===== src/sv/gdcp_pkg.sv =====
package gdcp_pkg;

    localparam int unsigned IN_W  = 32;
    localparam int unsigned OUT_W = 80;

    typedef enum logic [7:0] {
        OP_RESET    = 8'h00,
        OP_ENABLE   = 8'h03,
        OP_POSITION = 8'h05,
        OP_HRANGE   = 8'h06,
        OP_VRANGE   = 8'h07,
        OP_MODE     = 8'h08
    } op_t;

    localparam logic [9:0]  MODE_W_RESET  = 10'd320;
    localparam logic [12:0] MODE_H_RESET  = 13'd240;
    localparam logic [9:0]  START_X_MAX   = 10'd1000;
    localparam logic [10:0] HSTART_BIAS   = 11'd500;
    localparam logic [9:0]  GUARD_PAL     = 10'd48;
    localparam logic [9:0]  GUARD_NTSC    = 10'd28;
    localparam logic [9:0]  GUARD_MARGIN  = 10'd4;
    // divide by 2560 = shift by 9, then multiply by ceil(2^16 / 5)
    localparam logic [13:0] DIV5_RECIP    = 14'd13108;
    localparam logic [1:0]  IL_TEST_START = 2'd2;

    // Packed from frame_update (MSB) down to start_x (LSB).
    typedef struct packed {
        logic               frame_update;
        logic               geometry_changed;
        logic               interlaced;
        logic               true_color;
        logic               disabled;
        logic [10:0]        top_offset;
        logic signed [11:0] visible_width;
        logic [9:0]         left_offset;
        logic signed [12:0] height;
        logic [9:0]         width;
        logic [8:0]         start_y;
        logic [9:0]         start_x;
    } res_t;

    typedef struct packed {
        logic [10:0]        x0;
        logic signed [11:0] x1;
        logic               moved;
    } cx_t;

    function automatic logic [9:0] mode_width(input logic [2:0] sel);
        logic [9:0] w;
        case (sel)
            3'd0:    w = 10'd256;
            3'd1:    w = 10'd320;
            3'd2:    w = 10'd512;
            3'd3:    w = 10'd640;
            3'd4:    w = 10'd368;
            3'd5:    w = 10'd384;
            3'd6:    w = 10'd512;
            default: w = 10'd640;
        endcase
        return w;
    endfunction

endpackage


===== src/sv/gdcp_center_x.sv =====
module gdcp_center_x (
    input  logic [9:0]         mode_w,
    input  logic signed [12:0] span,
    input  logic [10:0]        start_x,
    input  logic [10:0]        x0_cur,
    input  logic signed [11:0] x1_cur,
    output gdcp_pkg::cx_t      cx
);

    logic signed [23:0] prod;
    logic [22:0]        mag;
    logic [13:0]        coarse;
    logic [27:0]        recip;
    logic [9:0]         quot;
    logic signed [11:0] scaled;
    logic signed [11:0] aligned;
    logic [10:0]        x0_base;
    logic signed [12:0] fit_sum;
    logic signed [11:0] wrap;

    assign prod    = $signed({1'b0, mode_w}) * span;
    assign mag     = prod[23] ? 23'(-prod) : prod[22:0];
    assign coarse  = mag[22:9];
    assign recip   = coarse * gdcp_pkg::DIV5_RECIP;
    assign quot    = recip[25:16];
    // truncate toward zero
    assign scaled  = prod[23] ? -$signed({2'b00, quot}) : $signed({2'b00, quot});
    // floor to a multiple of 8, toward minus infinity
    assign aligned = {scaled[11:3], 3'b000};
    assign x0_base = (start_x > gdcp_pkg::HSTART_BIAS) ?
                     ((start_x - gdcp_pkg::HSTART_BIAS) >> 3) : 11'd0;
    assign fit_sum = $signed({2'b00, x0_base}) + $signed({scaled[11], scaled});
    assign wrap    = $signed({2'b00, mode_w}) - scaled;

    always_comb
    begin
        cx.x0    = x0_cur;
        cx.x1    = x1_cur;
        cx.moved = 1'b0;
        if (span != 13'sd0 && aligned != x1_cur)
        begin
            if (scaled >= $signed({2'b00, mode_w}))
            begin
                cx.x1 = $signed({2'b00, mode_w});
                cx.x0 = 11'd0;
            end
            else
            begin
                cx.x1 = aligned;
                cx.x0 = x0_base;
                if (fit_sum > $signed({3'b000, mode_w}))
                begin
                    cx.x0 = wrap[10:0];
                    cx.x1 = scaled;
                end
            end
            cx.moved = (cx.x0 != x0_cur);
        end
    end

endmodule


===== src/sv/gdcp_core.sv =====
module gdcp_core (
    input  logic                clk,
    input  logic                rst_n,
    input  logic                fire,
    input  logic [31:0]         word,
    input  logic                swap_fix,
    output gdcp_pkg::res_t      res_next
);

    logic               disabled_reg, disabled_next;
    logic [9:0]         cur_x_reg, cur_x_next;
    logic [8:0]         cur_y_reg, cur_y_next;
    logic [9:0]         prev_x_reg, prev_x_next;
    logic [8:0]         prev_y_reg, prev_y_next;
    logic [9:0]         mode_w_reg, mode_w_next;
    logic signed [12:0] mode_h_reg, mode_h_next;
    logic [9:0]         new_mode_w_reg, new_mode_w_next;
    logic signed [12:0] new_mode_h_reg, new_mode_h_next;
    logic signed [9:0]  neg_adj_reg, neg_adj_next;
    logic [10:0]        rsx_reg, rsx_next;
    logic signed [12:0] span_reg, span_next;
    logic [9:0]         rsy_reg, rsy_next;
    logic signed [11:0] line_h_reg, line_h_next;
    logic [10:0]        x0_reg, x0_next;
    logic signed [11:0] x1_reg, x1_next;
    logic [10:0]        y0_reg, y0_next;
    logic               dbl_reg, dbl_next;
    logic               pal_reg, pal_next;
    logic [1:0]         rgb_reg, rgb_next;
    logic [1:0]         il_reg, il_next;
    logic [1:0]         il_test_reg, il_test_next;

    gdcp_pkg::op_t      op;
    gdcp_pkg::cx_t      cx;
    logic [9:0]         cx_mode_w;
    logic signed [12:0] cx_span;
    logic [10:0]        cx_start_x;
    logic signed [12:0] span_new;
    logic [9:0]         table_w;

    logic [9:0]         sx;
    logic [8:0]         sy;
    logic signed [10:0] neg_half;
    logic               same;
    logic [9:0]         vr_start;
    logic [9:0]         vr_end;
    logic signed [11:0] lh;
    logic signed [11:0] lh_src;
    logic               lh_dbl;
    logic signed [12:0] nmh;
    logic [9:0]         nmw;
    logic [10:0]        off;
    logic               apply_req;
    logic [1:0]         rgb_n;
    logic [1:0]         il_n;
    logic               rgb_diff;
    logic               il_diff;
    logic               geo;
    logic               frame;

    function automatic logic [10:0] calc_off(input logic [9:0] rsy, input logic pal,
                                             input logic dbl);
        logic [9:0]  floor_v;
        logic [9:0]  diff;
        logic [10:0] r;
        floor_v = (pal ? gdcp_pkg::GUARD_PAL : gdcp_pkg::GUARD_NTSC) + gdcp_pkg::GUARD_MARGIN;
        diff    = rsy - floor_v;
        r       = 11'd0;
        if (rsy > floor_v)
        begin
            r = dbl ? {diff, 1'b0} : {1'b0, diff};
        end
        return r;
    endfunction

    assign op         = gdcp_pkg::op_t'(word[31:24]);
    assign table_w    = gdcp_pkg::mode_width({word[6], word[1:0]});
    assign span_new   = $signed({1'b0, word[23:12]}) - $signed({2'b00, word[10:0]});
    assign cx_mode_w  = (op == gdcp_pkg::OP_HRANGE) ? mode_w_reg :
                        (op == gdcp_pkg::OP_MODE)   ? table_w : new_mode_w_reg;
    assign cx_span    = (op == gdcp_pkg::OP_HRANGE) ? span_new : span_reg;
    assign cx_start_x = (op == gdcp_pkg::OP_HRANGE) ? word[10:0] : rsx_reg;

    gdcp_center_x u_center_x (
        .mode_w  (cx_mode_w),
        .span    (cx_span),
        .start_x (cx_start_x),
        .x0_cur  (x0_reg),
        .x1_cur  (x1_reg),
        .cx      (cx)
    );

    always_comb
    begin
        disabled_next   = disabled_reg;
        cur_x_next      = cur_x_reg;
        cur_y_next      = cur_y_reg;
        prev_x_next     = prev_x_reg;
        prev_y_next     = prev_y_reg;
        mode_w_next     = mode_w_reg;
        mode_h_next     = mode_h_reg;
        new_mode_w_next = new_mode_w_reg;
        new_mode_h_next = new_mode_h_reg;
        neg_adj_next    = neg_adj_reg;
        rsx_next        = rsx_reg;
        span_next       = span_reg;
        rsy_next        = rsy_reg;
        line_h_next     = line_h_reg;
        x0_next         = x0_reg;
        x1_next         = x1_reg;
        y0_next         = y0_reg;
        dbl_next        = dbl_reg;
        pal_next        = pal_reg;
        rgb_next        = rgb_reg;
        il_next         = il_reg;
        il_test_next    = il_test_reg;
        geo             = 1'b0;
        frame           = 1'b0;
        apply_req       = 1'b0;
        rgb_n           = rgb_reg;
        il_n            = il_reg;
        nmw             = new_mode_w_reg;
        sx              = word[9:0];
        sy              = word[18:10];
        neg_half        = $signed({word[19], word[19:10]}) + 11'sd1;
        same            = 1'b0;
        vr_start        = word[9:0];
        vr_end          = word[19:10];
        lh              = $signed({2'b00, vr_end}) - $signed({2'b00, vr_start})
                          + $signed({{2{neg_adj_reg[9]}}, neg_adj_reg});
        lh_src          = (op == gdcp_pkg::OP_MODE) ? line_h_reg : lh;
        lh_dbl          = (op == gdcp_pkg::OP_MODE) ? word[2] : dbl_reg;
        off             = (op == gdcp_pkg::OP_MODE) ? calc_off(rsy_reg, pal_reg, word[2])
                                                    : calc_off(vr_start, pal_reg, dbl_reg);
        nmh             = (lh_dbl ? {lh_src, 1'b0} : {lh_src[11], lh_src})
                          + $signed({2'b00, off});
        rgb_diff        = 1'b0;
        il_diff         = 1'b0;

        if (fire)
        begin
            case (op)
                gdcp_pkg::OP_RESET:
                begin
                    disabled_next = 1'b1;
                    rgb_next[0]   = 1'b0;
                    il_next[0]    = 1'b0;
                end
                gdcp_pkg::OP_ENABLE:
                begin
                    disabled_next = word[0];
                end
                gdcp_pkg::OP_POSITION:
                begin
                    if (word[19])
                    begin
                        neg_adj_next = dbl_reg ? neg_half[10:1] : $signed(word[19:10]);
                        sy           = 9'd0;
                    end
                    else
                    begin
                        neg_adj_next = 10'sd0;
                    end
                    if (sx > gdcp_pkg::START_X_MAX)
                    begin
                        sx = 10'd0;
                    end
                    if (swap_fix)
                    begin
                        same = !il_reg[0] && prev_x_reg == sx && prev_y_reg == sy;
                        if (!same)
                        begin
                            cur_x_next  = prev_x_reg;
                            cur_y_next  = prev_y_reg;
                            prev_x_next = sx;
                            prev_y_next = sy;
                        end
                    end
                    else
                    begin
                        same = !il_reg[0] && cur_x_reg == sx && cur_y_reg == sy;
                        if (!same)
                        begin
                            prev_x_next = cur_x_reg;
                            prev_y_next = cur_y_reg;
                            cur_x_next  = sx;
                            cur_y_next  = sy;
                        end
                    end
                    if (!same)
                    begin
                        geo = 1'b1;
                        if (!il_reg[0])
                        begin
                            frame = 1'b1;
                        end
                        else if (il_test_reg != 2'd0 &&
                                 (prev_x_next != cur_x_next || prev_y_next != cur_y_next))
                        begin
                            il_test_next = il_test_reg - 2'd1;
                        end
                    end
                end
                gdcp_pkg::OP_HRANGE:
                begin
                    rsx_next  = word[10:0];
                    span_next = span_new;
                    x0_next   = cx.x0;
                    x1_next   = cx.x1;
                    geo       = cx.moved;
                end
                gdcp_pkg::OP_VRANGE:
                begin
                    rsy_next    = vr_start;
                    line_h_next = lh;
                    if (lh != line_h_reg)
                    begin
                        new_mode_h_next = nmh;
                        if ({1'b0, off} != {1'b0, y0_reg})
                        begin
                            y0_next = off;
                            geo     = 1'b1;
                        end
                        apply_req = 1'b1;
                    end
                end
                gdcp_pkg::OP_MODE:
                begin
                    nmw             = table_w;
                    new_mode_w_next = table_w;
                    dbl_next        = word[2];
                    new_mode_h_next = nmh;
                    if (off != y0_reg)
                    begin
                        y0_next = off;
                        geo     = 1'b1;
                    end
                    pal_next = word[3];
                    rgb_n    = {word[4], rgb_reg[0]};
                    il_n     = {word[5], il_reg[0]};
                    rgb_next = rgb_n;
                    il_next  = il_n;
                    if (word[5])
                    begin
                        if (!il_reg[0])
                        begin
                            il_test_next = gdcp_pkg::IL_TEST_START;
                            prev_x_next  = cur_x_reg;
                            prev_y_next  = cur_y_reg;
                        end
                    end
                    else
                    begin
                        il_test_next = 2'd0;
                    end
                    apply_req = 1'b1;
                end
                default:
                begin
                end
            endcase

            if (apply_req)
            begin
                rgb_diff = rgb_n[0] ^ rgb_n[1];
                il_diff  = il_n[0] ^ il_n[1];
                if (mode_h_reg != nmh || mode_w_reg != nmw || rgb_diff || il_diff)
                begin
                    geo         = 1'b1;
                    rgb_next[0] = rgb_n[1];
                    il_next[0]  = il_n[1];
                    mode_h_next = nmh;
                    mode_w_next = nmw;
                    x0_next     = cx.x0;
                    x1_next     = cx.x1;
                    if (rgb_diff)
                    begin
                        frame = 1'b1;
                    end
                end
            end
        end
    end

    always_comb
    begin
        res_next.frame_update     = frame;
        res_next.geometry_changed = geo;
        res_next.interlaced       = il_next[0];
        res_next.true_color       = rgb_next[0];
        res_next.disabled         = disabled_next;
        res_next.top_offset       = y0_next;
        res_next.visible_width    = x1_next;
        res_next.left_offset      = x0_next[9:0];
        res_next.height           = mode_h_next;
        res_next.width            = mode_w_next;
        res_next.start_y          = cur_y_next;
        res_next.start_x          = cur_x_next;
    end

    always_ff @(posedge clk or negedge rst_n)
    begin
        if (!rst_n)
        begin
            disabled_reg   <= 1'b0;
            cur_x_reg      <= '0;
            cur_y_reg      <= '0;
            prev_x_reg     <= '0;
            prev_y_reg     <= '0;
            mode_w_reg     <= gdcp_pkg::MODE_W_RESET;
            mode_h_reg     <= gdcp_pkg::MODE_H_RESET;
            new_mode_w_reg <= '0;
            new_mode_h_reg <= '0;
            neg_adj_reg    <= '0;
            rsx_reg        <= '0;
            span_reg       <= '0;
            rsy_reg        <= '0;
            line_h_reg     <= '0;
            x0_reg         <= '0;
            x1_reg         <= '0;
            y0_reg         <= '0;
            dbl_reg        <= 1'b0;
            pal_reg        <= 1'b0;
            rgb_reg        <= '0;
            il_reg         <= '0;
            il_test_reg    <= '0;
        end
        else
        begin
            disabled_reg   <= disabled_next;
            cur_x_reg      <= cur_x_next;
            cur_y_reg      <= cur_y_next;
            prev_x_reg     <= prev_x_next;
            prev_y_reg     <= prev_y_next;
            mode_w_reg     <= mode_w_next;
            mode_h_reg     <= mode_h_next;
            new_mode_w_reg <= new_mode_w_next;
            new_mode_h_reg <= new_mode_h_next;
            neg_adj_reg    <= neg_adj_next;
            rsx_reg        <= rsx_next;
            span_reg       <= span_next;
            rsy_reg        <= rsy_next;
            line_h_reg     <= line_h_next;
            x0_reg         <= x0_next;
            x1_reg         <= x1_next;
            y0_reg         <= y0_next;
            dbl_reg        <= dbl_next;
            pal_reg        <= pal_next;
            rgb_reg        <= rgb_next;
            il_reg         <= il_next;
            il_test_reg    <= il_test_next;
        end
    end

endmodule


===== src/sv/gpu_display_control_port.sv =====
// Display-control port: each 32-bit control transaction on the slave side yields
// exactly one result transaction on the master side with the updated display
// position, size, centering offsets, mode flags and the geometry-changed and
// frame-update pulses. One transaction is taken per clock; each passes the input
// register, then the result register after one pass of decode and centering
// logic, which holds the 11x13 width-times-range multiply and the constant
// divide. Throughput stalls only while the result register is held by
// m_tready low. The swap-position control bit may be written on cfg at any time
// the port is idle.
module gpu_display_control_port (
    input  logic                      clk,
    input  logic                      rst_n,
    input  logic                      s_tvalid,
    output logic                      s_tready,
    input  logic [gdcp_pkg::IN_W-1:0] s_tdata,   // [31:0] command_word
    output logic                      m_tvalid,
    input  logic                      m_tready,
    // start_x[9:0], start_y[18:10], width[28:19], height[41:29],
    // left_offset[51:42], visible_width[63:52], top_offset[74:64], disabled[75],
    // true_color[76], interlaced[77], geometry_changed[78], frame_update[79]
    output logic [gdcp_pkg::OUT_W-1:0] m_tdata,
    input  logic                      cfg_valid,
    output logic                      cfg_ready,
    input  logic                      cfg_data    // swap_position_fix
);

    logic                  in_valid_reg;
    logic [31:0]           word_reg;
    logic                  out_valid_reg;
    gdcp_pkg::res_t        res_reg;
    gdcp_pkg::res_t        res_next;
    logic                  swap_fix_reg;
    logic                  adv;

    assign adv       = in_valid_reg && (!out_valid_reg || m_tready);
    assign s_tready  = !in_valid_reg || adv;
    assign m_tvalid  = out_valid_reg;
    assign m_tdata   = res_reg;
    assign cfg_ready = 1'b1;

    gdcp_core u_core (
        .clk      (clk),
        .rst_n    (rst_n),
        .fire     (adv),
        .word     (word_reg),
        .swap_fix (swap_fix_reg),
        .res_next (res_next)
    );

    always_ff @(posedge clk or negedge rst_n)
    begin
        if (!rst_n)
        begin
            in_valid_reg  <= 1'b0;
            out_valid_reg <= 1'b0;
            swap_fix_reg  <= 1'b0;
        end
        else
        begin
            if (s_tvalid && s_tready)
            begin
                in_valid_reg <= 1'b1;
            end
            else if (adv)
            begin
                in_valid_reg <= 1'b0;
            end
            if (adv)
            begin
                out_valid_reg <= 1'b1;
            end
            else if (m_tready)
            begin
                out_valid_reg <= 1'b0;
            end
            if (cfg_valid && cfg_ready)
            begin
                swap_fix_reg <= cfg_data;
            end
        end
    end

    always_ff @(posedge clk)
    begin
        if (s_tvalid && s_tready)
        begin
            word_reg <= s_tdata;
        end
        if (adv)
        begin
            res_reg <= res_next;
        end
    end

endmodule


===== config.mk =====
export PLATFORM = sky130hd
export DESIGN_NAME = gpu_display_control_port
export DESIGN_NICKNAME = d
export VERILOG_FILES = /design/src/sv/gdcp_pkg.sv /design/src/sv/gdcp_center_x.sv /design/src/sv/gdcp_core.sv /design/src/sv/gpu_display_control_port.sv
export SDC_FILE = /design/constraint.sdc
export NUM_CORES = 1
export LEC_CHECK = 0
export ABC_AREA = 0
export BUFFER_PORTS_ARGS = -buffer_cell sky130_fd_sc_hd__buf_2
export CAP_MARGIN = 20
export CORE_ASPECT_RATIO = 1.75
export CORE_UTILIZATION = 43
export DETAILED_ROUTE_END_ITERATION = 10
export PLACE_DENSITY = 0.66
export SYNTH_ARGS = -nofsm -noshare
export SYNTH_HDL_FRONTEND = slang
export SYNTH_SLANG_ARGS = --single-unit

===== constraint.sdc =====
create_clock -name clk -period 35.8 [get_ports clk]
set_input_delay 3.58 -clock clk [delete_from_list [all_inputs] [get_ports clk]]
set_output_delay 3.58 -clock clk [all_outputs]
set_load 0.05 [all_outputs]

# Word-level counts from Yosys, hierarchy flattened
# Index checks and enable logic that the tools add are counted.
dict set report totals {
  register_bits 283
  in_bits 38
}
dict set report op_classes {
  n_addsub 13
  multipliers 2
  order_cmp 6
  n_eq_ne 24
  mux 106
  bitwise_logic 2
  reduce_logical 26
}
# cell n
set op_table {}
lappend op_table {{$mux 10} 22}
lappend op_table {{$mux 11} 12}
lappend op_table {{$mux 9} 13}
lappend op_table {{$mux 23} 4}
lappend op_table {{$mux 12} 7}
lappend op_table {{$mux 13} 4}
lappend op_table {{$pmux 10 s5} 1}
lappend op_table {{$mux 1} 30}
lappend op_table {{$eq 8x3->1 const B} 3}
lappend op_table {{$mul 11x13->24} 1}
lappend op_table {{$mul 14x12->24 const B} 1}
lappend op_table {{$mux 24} 1}
lappend op_table {{$ne 12x12->1} 2}
lappend op_table {{$neg 23->23} 1}
lappend op_table {{$ne 11x11->1} 2}
lappend op_table {{$pmux 11 s2} 1}
lappend op_table {{$eq 10x10->1} 2}
lappend op_table {{$gt 10x10->1} 2}
lappend op_table {{$pmux 10 s2} 1}
lappend op_table {{$sub 10x10->10} 2}
lappend op_table {{$eq 9x9->1} 2}
lappend op_table {{$pmux 9 s2} 1}
lappend op_table {{$add 13x11->13} 1}
lappend op_table {{$add 9x12->13} 1}
lappend op_table {{other kinds (37)} 62}

# Longest topological paths before layout
dict set report depth {
  ltp_word 22
  mapped_depth 83
  mapped_depth_nobuf 78
}

# Hierarchy
# From an unflattened synthesis, not the netlist that was laid out.
dict set report unflattened {
  hier_cells 3127
  hier_area_um2 28584.9
}
# module instances cells_each area_per_inst_um2 seq_area_each_um2
set by_module_without_submodules {}
lappend by_module_without_submodules {gdcp_core 1 1644 13813.2 4211.5}
lappend by_module_without_submodules {gdcp_center_x 1 1359 11257.0 0.0}
lappend by_module_without_submodules {gpu_display_control_port 1 124 3514.6 3438.3}

# Worst setup path before layout
# No wires, ideal clock.
dict set report synth_path {
  kind {register -> register}
  startpoint {register word_reg[2]}
  endpoint {register res_reg (netlist bit m_tdata[78]) (data pin)}
  t_arrival_ps 17463
  slack_ps 18062
  path_stages_with_launch 78
  path_cell_list {edfxtp_1 clkbuf_1 inv_2 buf_1 ha_1 nor2b_1 o21ai_0 a21boi_0 o21ai_0 a21boi_0 o21ai_0 a21boi_0 o21ai_0 nand2b_1 and2_1 o41ai_1 clkbuf_1 nand2_1 (+42 left out) o22a_1 xnor2_1 ha_1 and4_1 a21oi_1 nand2_1 nand2_1 o21ai_0 o22a_1 nand2b_1 a311oi_2 nand4_2 and2_4 buf_6 a2111oi_4 nand4_1 a2111oi_2 a32oi_1}
}
# item line_no
set synth_rtl {}
lappend synth_rtl {{start: declaration} gpu_display_control_port.sv:28} ;# logic [31:0] word_reg;
lappend synth_rtl {{start signal: assignment} gpu_display_control_port.sv:87} ;# word_reg <= s_tdata;
lappend synth_rtl {{end signal: assignment} gpu_display_control_port.sv:91} ;# res_reg <= res_next;
lappend synth_rtl {{end: declaration} gpu_display_control_port.sv:30} ;# gdcp_pkg::res_t res_reg;

==> flow_results.xml <==
<?xml version="1.0" encoding="UTF-8"?>
<metrics>
  <group name="run_status">
    <metric name="outcome" unit="">finished, final reports clean</metric>
  </group>
  <group name="job">
    <metric name="maxCapViolCount" unit="">0</metric>
  </group>
  <group name="die">
    <metric name="io-pin-count" unit="">121</metric>
    <metric name="placeableCoreArea" unit="µm²">60200</metric>
    <metric name="floorplan.initialDensity" unit="%">43.4</metric>
    <metric name="die_x" unit="µm">188</metric>
    <metric name="dieHeight" unit="µm">328</metric>
    <metric name="die_area" unit="µm²">61700</metric>
    <metric name="std_cell_rows" unit="">119</metric>
  </group>
  <group name="worst_setup_path">
    <metric name="crit_required" unit="ns">36.11</metric>
    <metric name="cp_slowest_stage_delay" unit="ns">0.77</metric>
    <metric name="crit_path_top_delay_cell" unit="">sky130_fd_sc_hd__o41ai_2</metric>
    <metric name="timing.critical_path.fanout_max" unit="">29</metric>
    <metric name="critical-path-top-cell-by-count" unit="">sky130_fd_sc_hd__fa_1</metric>
    <metric name="worst_setup_path_start_kind" unit="">register</metric>
    <metric name="worstRegToRegCells" unit="">73</metric>
    <metric name="capture_point_of_the_worst_reg_to_reg_path" unit="">m_tdata[78]</metric>
    <metric name="timing_worst_setup_path_type" unit="">reg2reg</metric>
    <metric name="reg2reg_from" unit="">word_reg[2]</metric>
    <metric name="arrival" unit="ns">19.43</metric>
    <metric name="setup.reg_to_reg.worst_slack" unit="ns">16.67</metric>
    <metric name="critPathCaptureType" unit="">register</metric>
  </group>
  <group name="placement">
    <metric name="port_buffers" unit="">119</metric>
    <metric name="numPlacedInstances" unit="">3694</metric>
    <metric name="place.gp.congestion" unit="">0.952</metric>
    <metric name="dp_hpwl" unit="µm">59100</metric>
  </group>
  <group name="clocking">
    <metric name="cts.path.max_buffers" unit="">3</metric>
    <metric name="clock_latency" unit="ns">0.59</metric>
    <metric name="clock_tree.htree_level_count" unit="">1</metric>
    <metric name="cts-root-buf" unit="">sky130_fd_sc_hd__clkbuf_16</metric>
    <metric name="cts.repair_timing.setup_buffer_count" unit="">0</metric>
    <metric name="clkSlewWorstSetupHoldPaths" unit="ns">0.07</metric>
    <metric name="cts-buffers-inserted" unit="">26</metric>
    <metric name="clk_sinks" unit="">283</metric>
    <metric name="cts_tree" unit="">yes</metric>
    <metric name="cts.repair.resized" unit="">0</metric>
    <metric name="postCtsHoldBufs" unit="">0</metric>
  </group>
  <group name="min_path">
    <metric name="worstHoldPathType" unit="">reg2reg</metric>
    <metric name="min_to" unit="">u_core.new_mode_w_reg[6]</metric>
    <metric name="min_path_cells" unit="">2</metric>
    <metric name="worstHoldStart" unit="">u_core.new_mode_w_reg[6]</metric>
  </group>
  <group name="synth">
    <metric name="synth_top_area_cell" unit="">sky130_fd_sc_hd__dfrtp_1</metric>
    <metric name="synth_most_common_cell" unit="">sky130_fd_sc_hd__nand2_1</metric>
    <metric name="yosys_warnings" unit="">0</metric>
    <metric name="asyncSetResetFlopFracSynth" unit="%">60.4</metric>
    <metric name="number_of_instances_in_the_synthesized_netlist" unit="">2851</metric>
    <metric name="synth_cell_type_count" unit="">101</metric>
    <metric name="synth_ff_type" unit="">sky130_fd_sc_hd__dfrtp_1</metric>
    <metric name="top_cells_by_instance_count_after_synthesis" unit="">sky130_fd_sc_hd__nand2_1, sky130_fd_sc_hd__inv_1, sky130_fd_sc_hd__nor2_1</metric>
    <metric name="synth_area" unit="µm²">26100</metric>
    <metric name="synth.area.top_cells" unit="">sky130_fd_sc_hd__dfrtp_1, sky130_fd_sc_hd__fa_1, sky130_fd_sc_hd__edfxtp_1</metric>
    <metric name="synth.ff_latch_count" unit="">283</metric>
    <metric name="synth.avg_cell_area" unit="µm²">9.16</metric>
    <metric name="yosys.area.top_type_share" unit="%">15.8</metric>
    <metric name="synth_nets" unit="">3287</metric>
    <metric name="seq_area_frac_synth" unit="%">29.3</metric>
    <metric name="number_of_flops_mapped_to_enable_cells_by_yosys" unit="">112</metric>
  </group>
  <group name="routing">
    <metric name="first_iter_violations" unit="">1129</metric>
    <metric name="route.detailed.drc" unit="">0</metric>
    <metric name="vias" unit="">20800</metric>
    <metric name="post_drt_wl_per_cell" unit="µm">20.0</metric>
    <metric name="route.antenna.remaining_nets" unit="">0</metric>
    <metric name="avgViaCountPerCell" unit="">5.56</metric>
    <metric name="totalWireLength" unit="µm">74900</metric>
    <metric name="drt-pass1-iter-count" unit="">7</metric>
  </group>
  <group name="sta">
    <metric name="timing.max_slew.rel_slack" unit="%">29.8</metric>
    <metric name="finalMaxSlewViolations" unit="">0</metric>
    <metric name="clock_skew" unit="ns">0.0202</metric>
    <metric name="clock.fmax" unit="GHz">0.0523</metric>
    <metric name="slew_at_the_pin_closest_to_its_max_slew_limit" unit="ns">1.05</metric>
    <metric name="setup_viol" unit="">0</metric>
    <metric name="hold_viol" unit="">0</metric>
    <metric name="final.setup.tns" unit="ns">0</metric>
    <metric name="fin_crit_sh" unit="%">53.4</metric>
    <metric name="post-route-min-period" unit="ns">19.13</metric>
    <metric name="rsz0062_at_grt" unit="">no</metric>
  </group>
  <group name="grt">
    <metric name="global_route.overflow_total" unit="">0</metric>
    <metric name="grt_first_pass_wirelength" unit="µm">118000</metric>
    <metric name="grt.total_usage" unit="%">24.7</metric>
    <metric name="grt_max_degree" unit="">62</metric>
    <metric name="grt_pass1_vias" unit="">21500</metric>
    <metric name="grt_antenna_before_repair" unit="">0</metric>
  </group>
  <group name="layout">
    <metric name="n_antenna_cell" unit="">0</metric>
    <metric name="share_of_cells_above_drive_strength_1" unit="%">10.3</metric>
    <metric name="finish.net_count" unit="">3372</metric>
    <metric name="final_cells" unit="">3742</metric>
    <metric name="syn_to_final_growth" unit="%">9.08</metric>
    <metric name="total_of_fill_cells_in_the_finished_design" unit="">5822</metric>
    <metric name="largest_register_ffs" unit="">80</metric>
  </group>
  <group name="pwr">
    <metric name="power.leakage" unit="µW">0.0135</metric>
    <metric name="power-per-cell-area" unit="nW/µm²">40.7</metric>
    <metric name="worst_ir_drop_vdd" unit="µV">44.2</metric>
  </group>
</metrics>
layer usage:
metal | up-vias | GRT usage (%) | part of all wire [%]
met1 | 10100 | 25.2 | 35
li1 | 9869 | - | -
met3 | 232 | 1.83 | 3.6
met4 | 0 | 17.0 | 7.7
met2 | 616 | 47.4 | 54
met5 | - | 0 | 0
metrics by stage:
| step | setup WS (ns) | power, µW | hold WS, ns | cell area (µm²) | utilization, % |
|---|---|---|---|---|---|
| after floorplan | 18.06 | 746 | 0.444 | 26100 | - |
| after global placement | 16.99 | 866 | 0.456 | 27600 | 45.9 |
| after detailed placement | 16.72 | 869 | 0.463 | 27600 | 45.9 |
| after CTS | 16.69 | 1160 | 0.479 | 28500 | 47.3 |
| after global routing | 15.23 | 1220 | 0.505 | 28500 | 47.3 |
| final | 16.67 | 1160 | 0.480 | 28500 | 47.3 |
critical path, delay by kind of cell, from the launching register on:
family	cells	cell delay, ns
and+or+nand+nor	16	2.97
muxes	2	0.57
buffers and inverters	12	1.69
xor gates and xnor gates	4	1.04
adders and majority gates	16	7.19
DFF	1	0.33
AOI/OAI and AO/OA	23	5.09
worst max-delay path by stage:
stage | startpoint | to | slack [ns] | depth (start not counted)
2_1_floorplan | word_reg[2] | m_tdata[78] | 18.06 | 77
6_report | word_reg[2] | m_tdata[78] | 16.67 | 73
5_1_grt | word_reg[2] | m_tdata[78] | 15.23 | 72
3_3_place_gp | word_reg[2] | m_tdata[78] | 16.99 | 73
3_5_place_dp | word_reg[2] | m_tdata[78] | 16.72 | 73
4_1_cts | word_reg[2] | m_tdata[78] | 16.69 | 73
logic make-up after synthesis:
group,count (synthesis),synth area share (%)
AO/OA/AOI/OAI,581,14.2
flip-flops,283,29.3
buffers and inverters,447,6.54
other,1,0.0144
multiplexers,95,3.89
XOR/XNOR,209,7.24
AND/OR/NAND/NOR,837,14.7
adder cells (fa/ha/maj),398,24.1
cell usage in the layout, fill, tap and decap left out, types with 12 or more instances in the layout:
master and instances:
sky130_fd_sc_hd__nand2_1 337, sky130_fd_sc_hd__inv_1 336, sky130_fd_sc_hd__nor2_1 236, sky130_fd_sc_hd__ha_1 223
sky130_fd_sc_hd__fa_1 175, sky130_fd_sc_hd__o21ai_0 174, sky130_fd_sc_hd__dfrtp_1 165, sky130_fd_sc_hd__xnor2_1 145
sky130_fd_sc_hd__a21oi_1 130, sky130_fd_sc_hd__buf_2 118, sky130_fd_sc_hd__edfxtp_1 112, sky130_fd_sc_hd__xor2_1 59
sky130_fd_sc_hd__mux2_2 50, sky130_fd_sc_hd__mux2i_1 44, sky130_fd_sc_hd__buf_4 41, sky130_fd_sc_hd__nand3_1 40
sky130_fd_sc_hd__nor3_1 38, sky130_fd_sc_hd__nand2b_1 34, sky130_fd_sc_hd__a31oi_1 33, sky130_fd_sc_hd__a22oi_1 28
sky130_fd_sc_hd__clkbuf_16 27, sky130_fd_sc_hd__a21o_1 24, sky130_fd_sc_hd__nor2b_1 23, sky130_fd_sc_hd__nand4_1 22
sky130_fd_sc_hd__a211oi_1 21, sky130_fd_sc_hd__o21a_1 21, sky130_fd_sc_hd__o21bai_1 17, sky130_fd_sc_hd__o32ai_1 15
sky130_fd_sc_hd__nor4_1 15, sky130_fd_sc_hd__and2_1 15, sky130_fd_sc_hd__o22ai_1 12
final cells by class:
cell class                 count  area, µm²  share of cell area [%]
multi-input combinational   2121      16800                    59.0
sequential                   283       7650                    26.9
inverter                     344       1290                    4.54
tap                          786        983                    3.45
timing repair buffer         160        912                    3.20
clock buffer                  28        679                    2.39
clock inverter                20        170                   0.598
report_power, final:
part / total (µW) / switching, µW / internal, µW
combinational: 484 / 315 / 169
clock: 290 / 141 / 149
sequential: 384 / 20.3 / 364
Power figures use the tool's default switching activity.
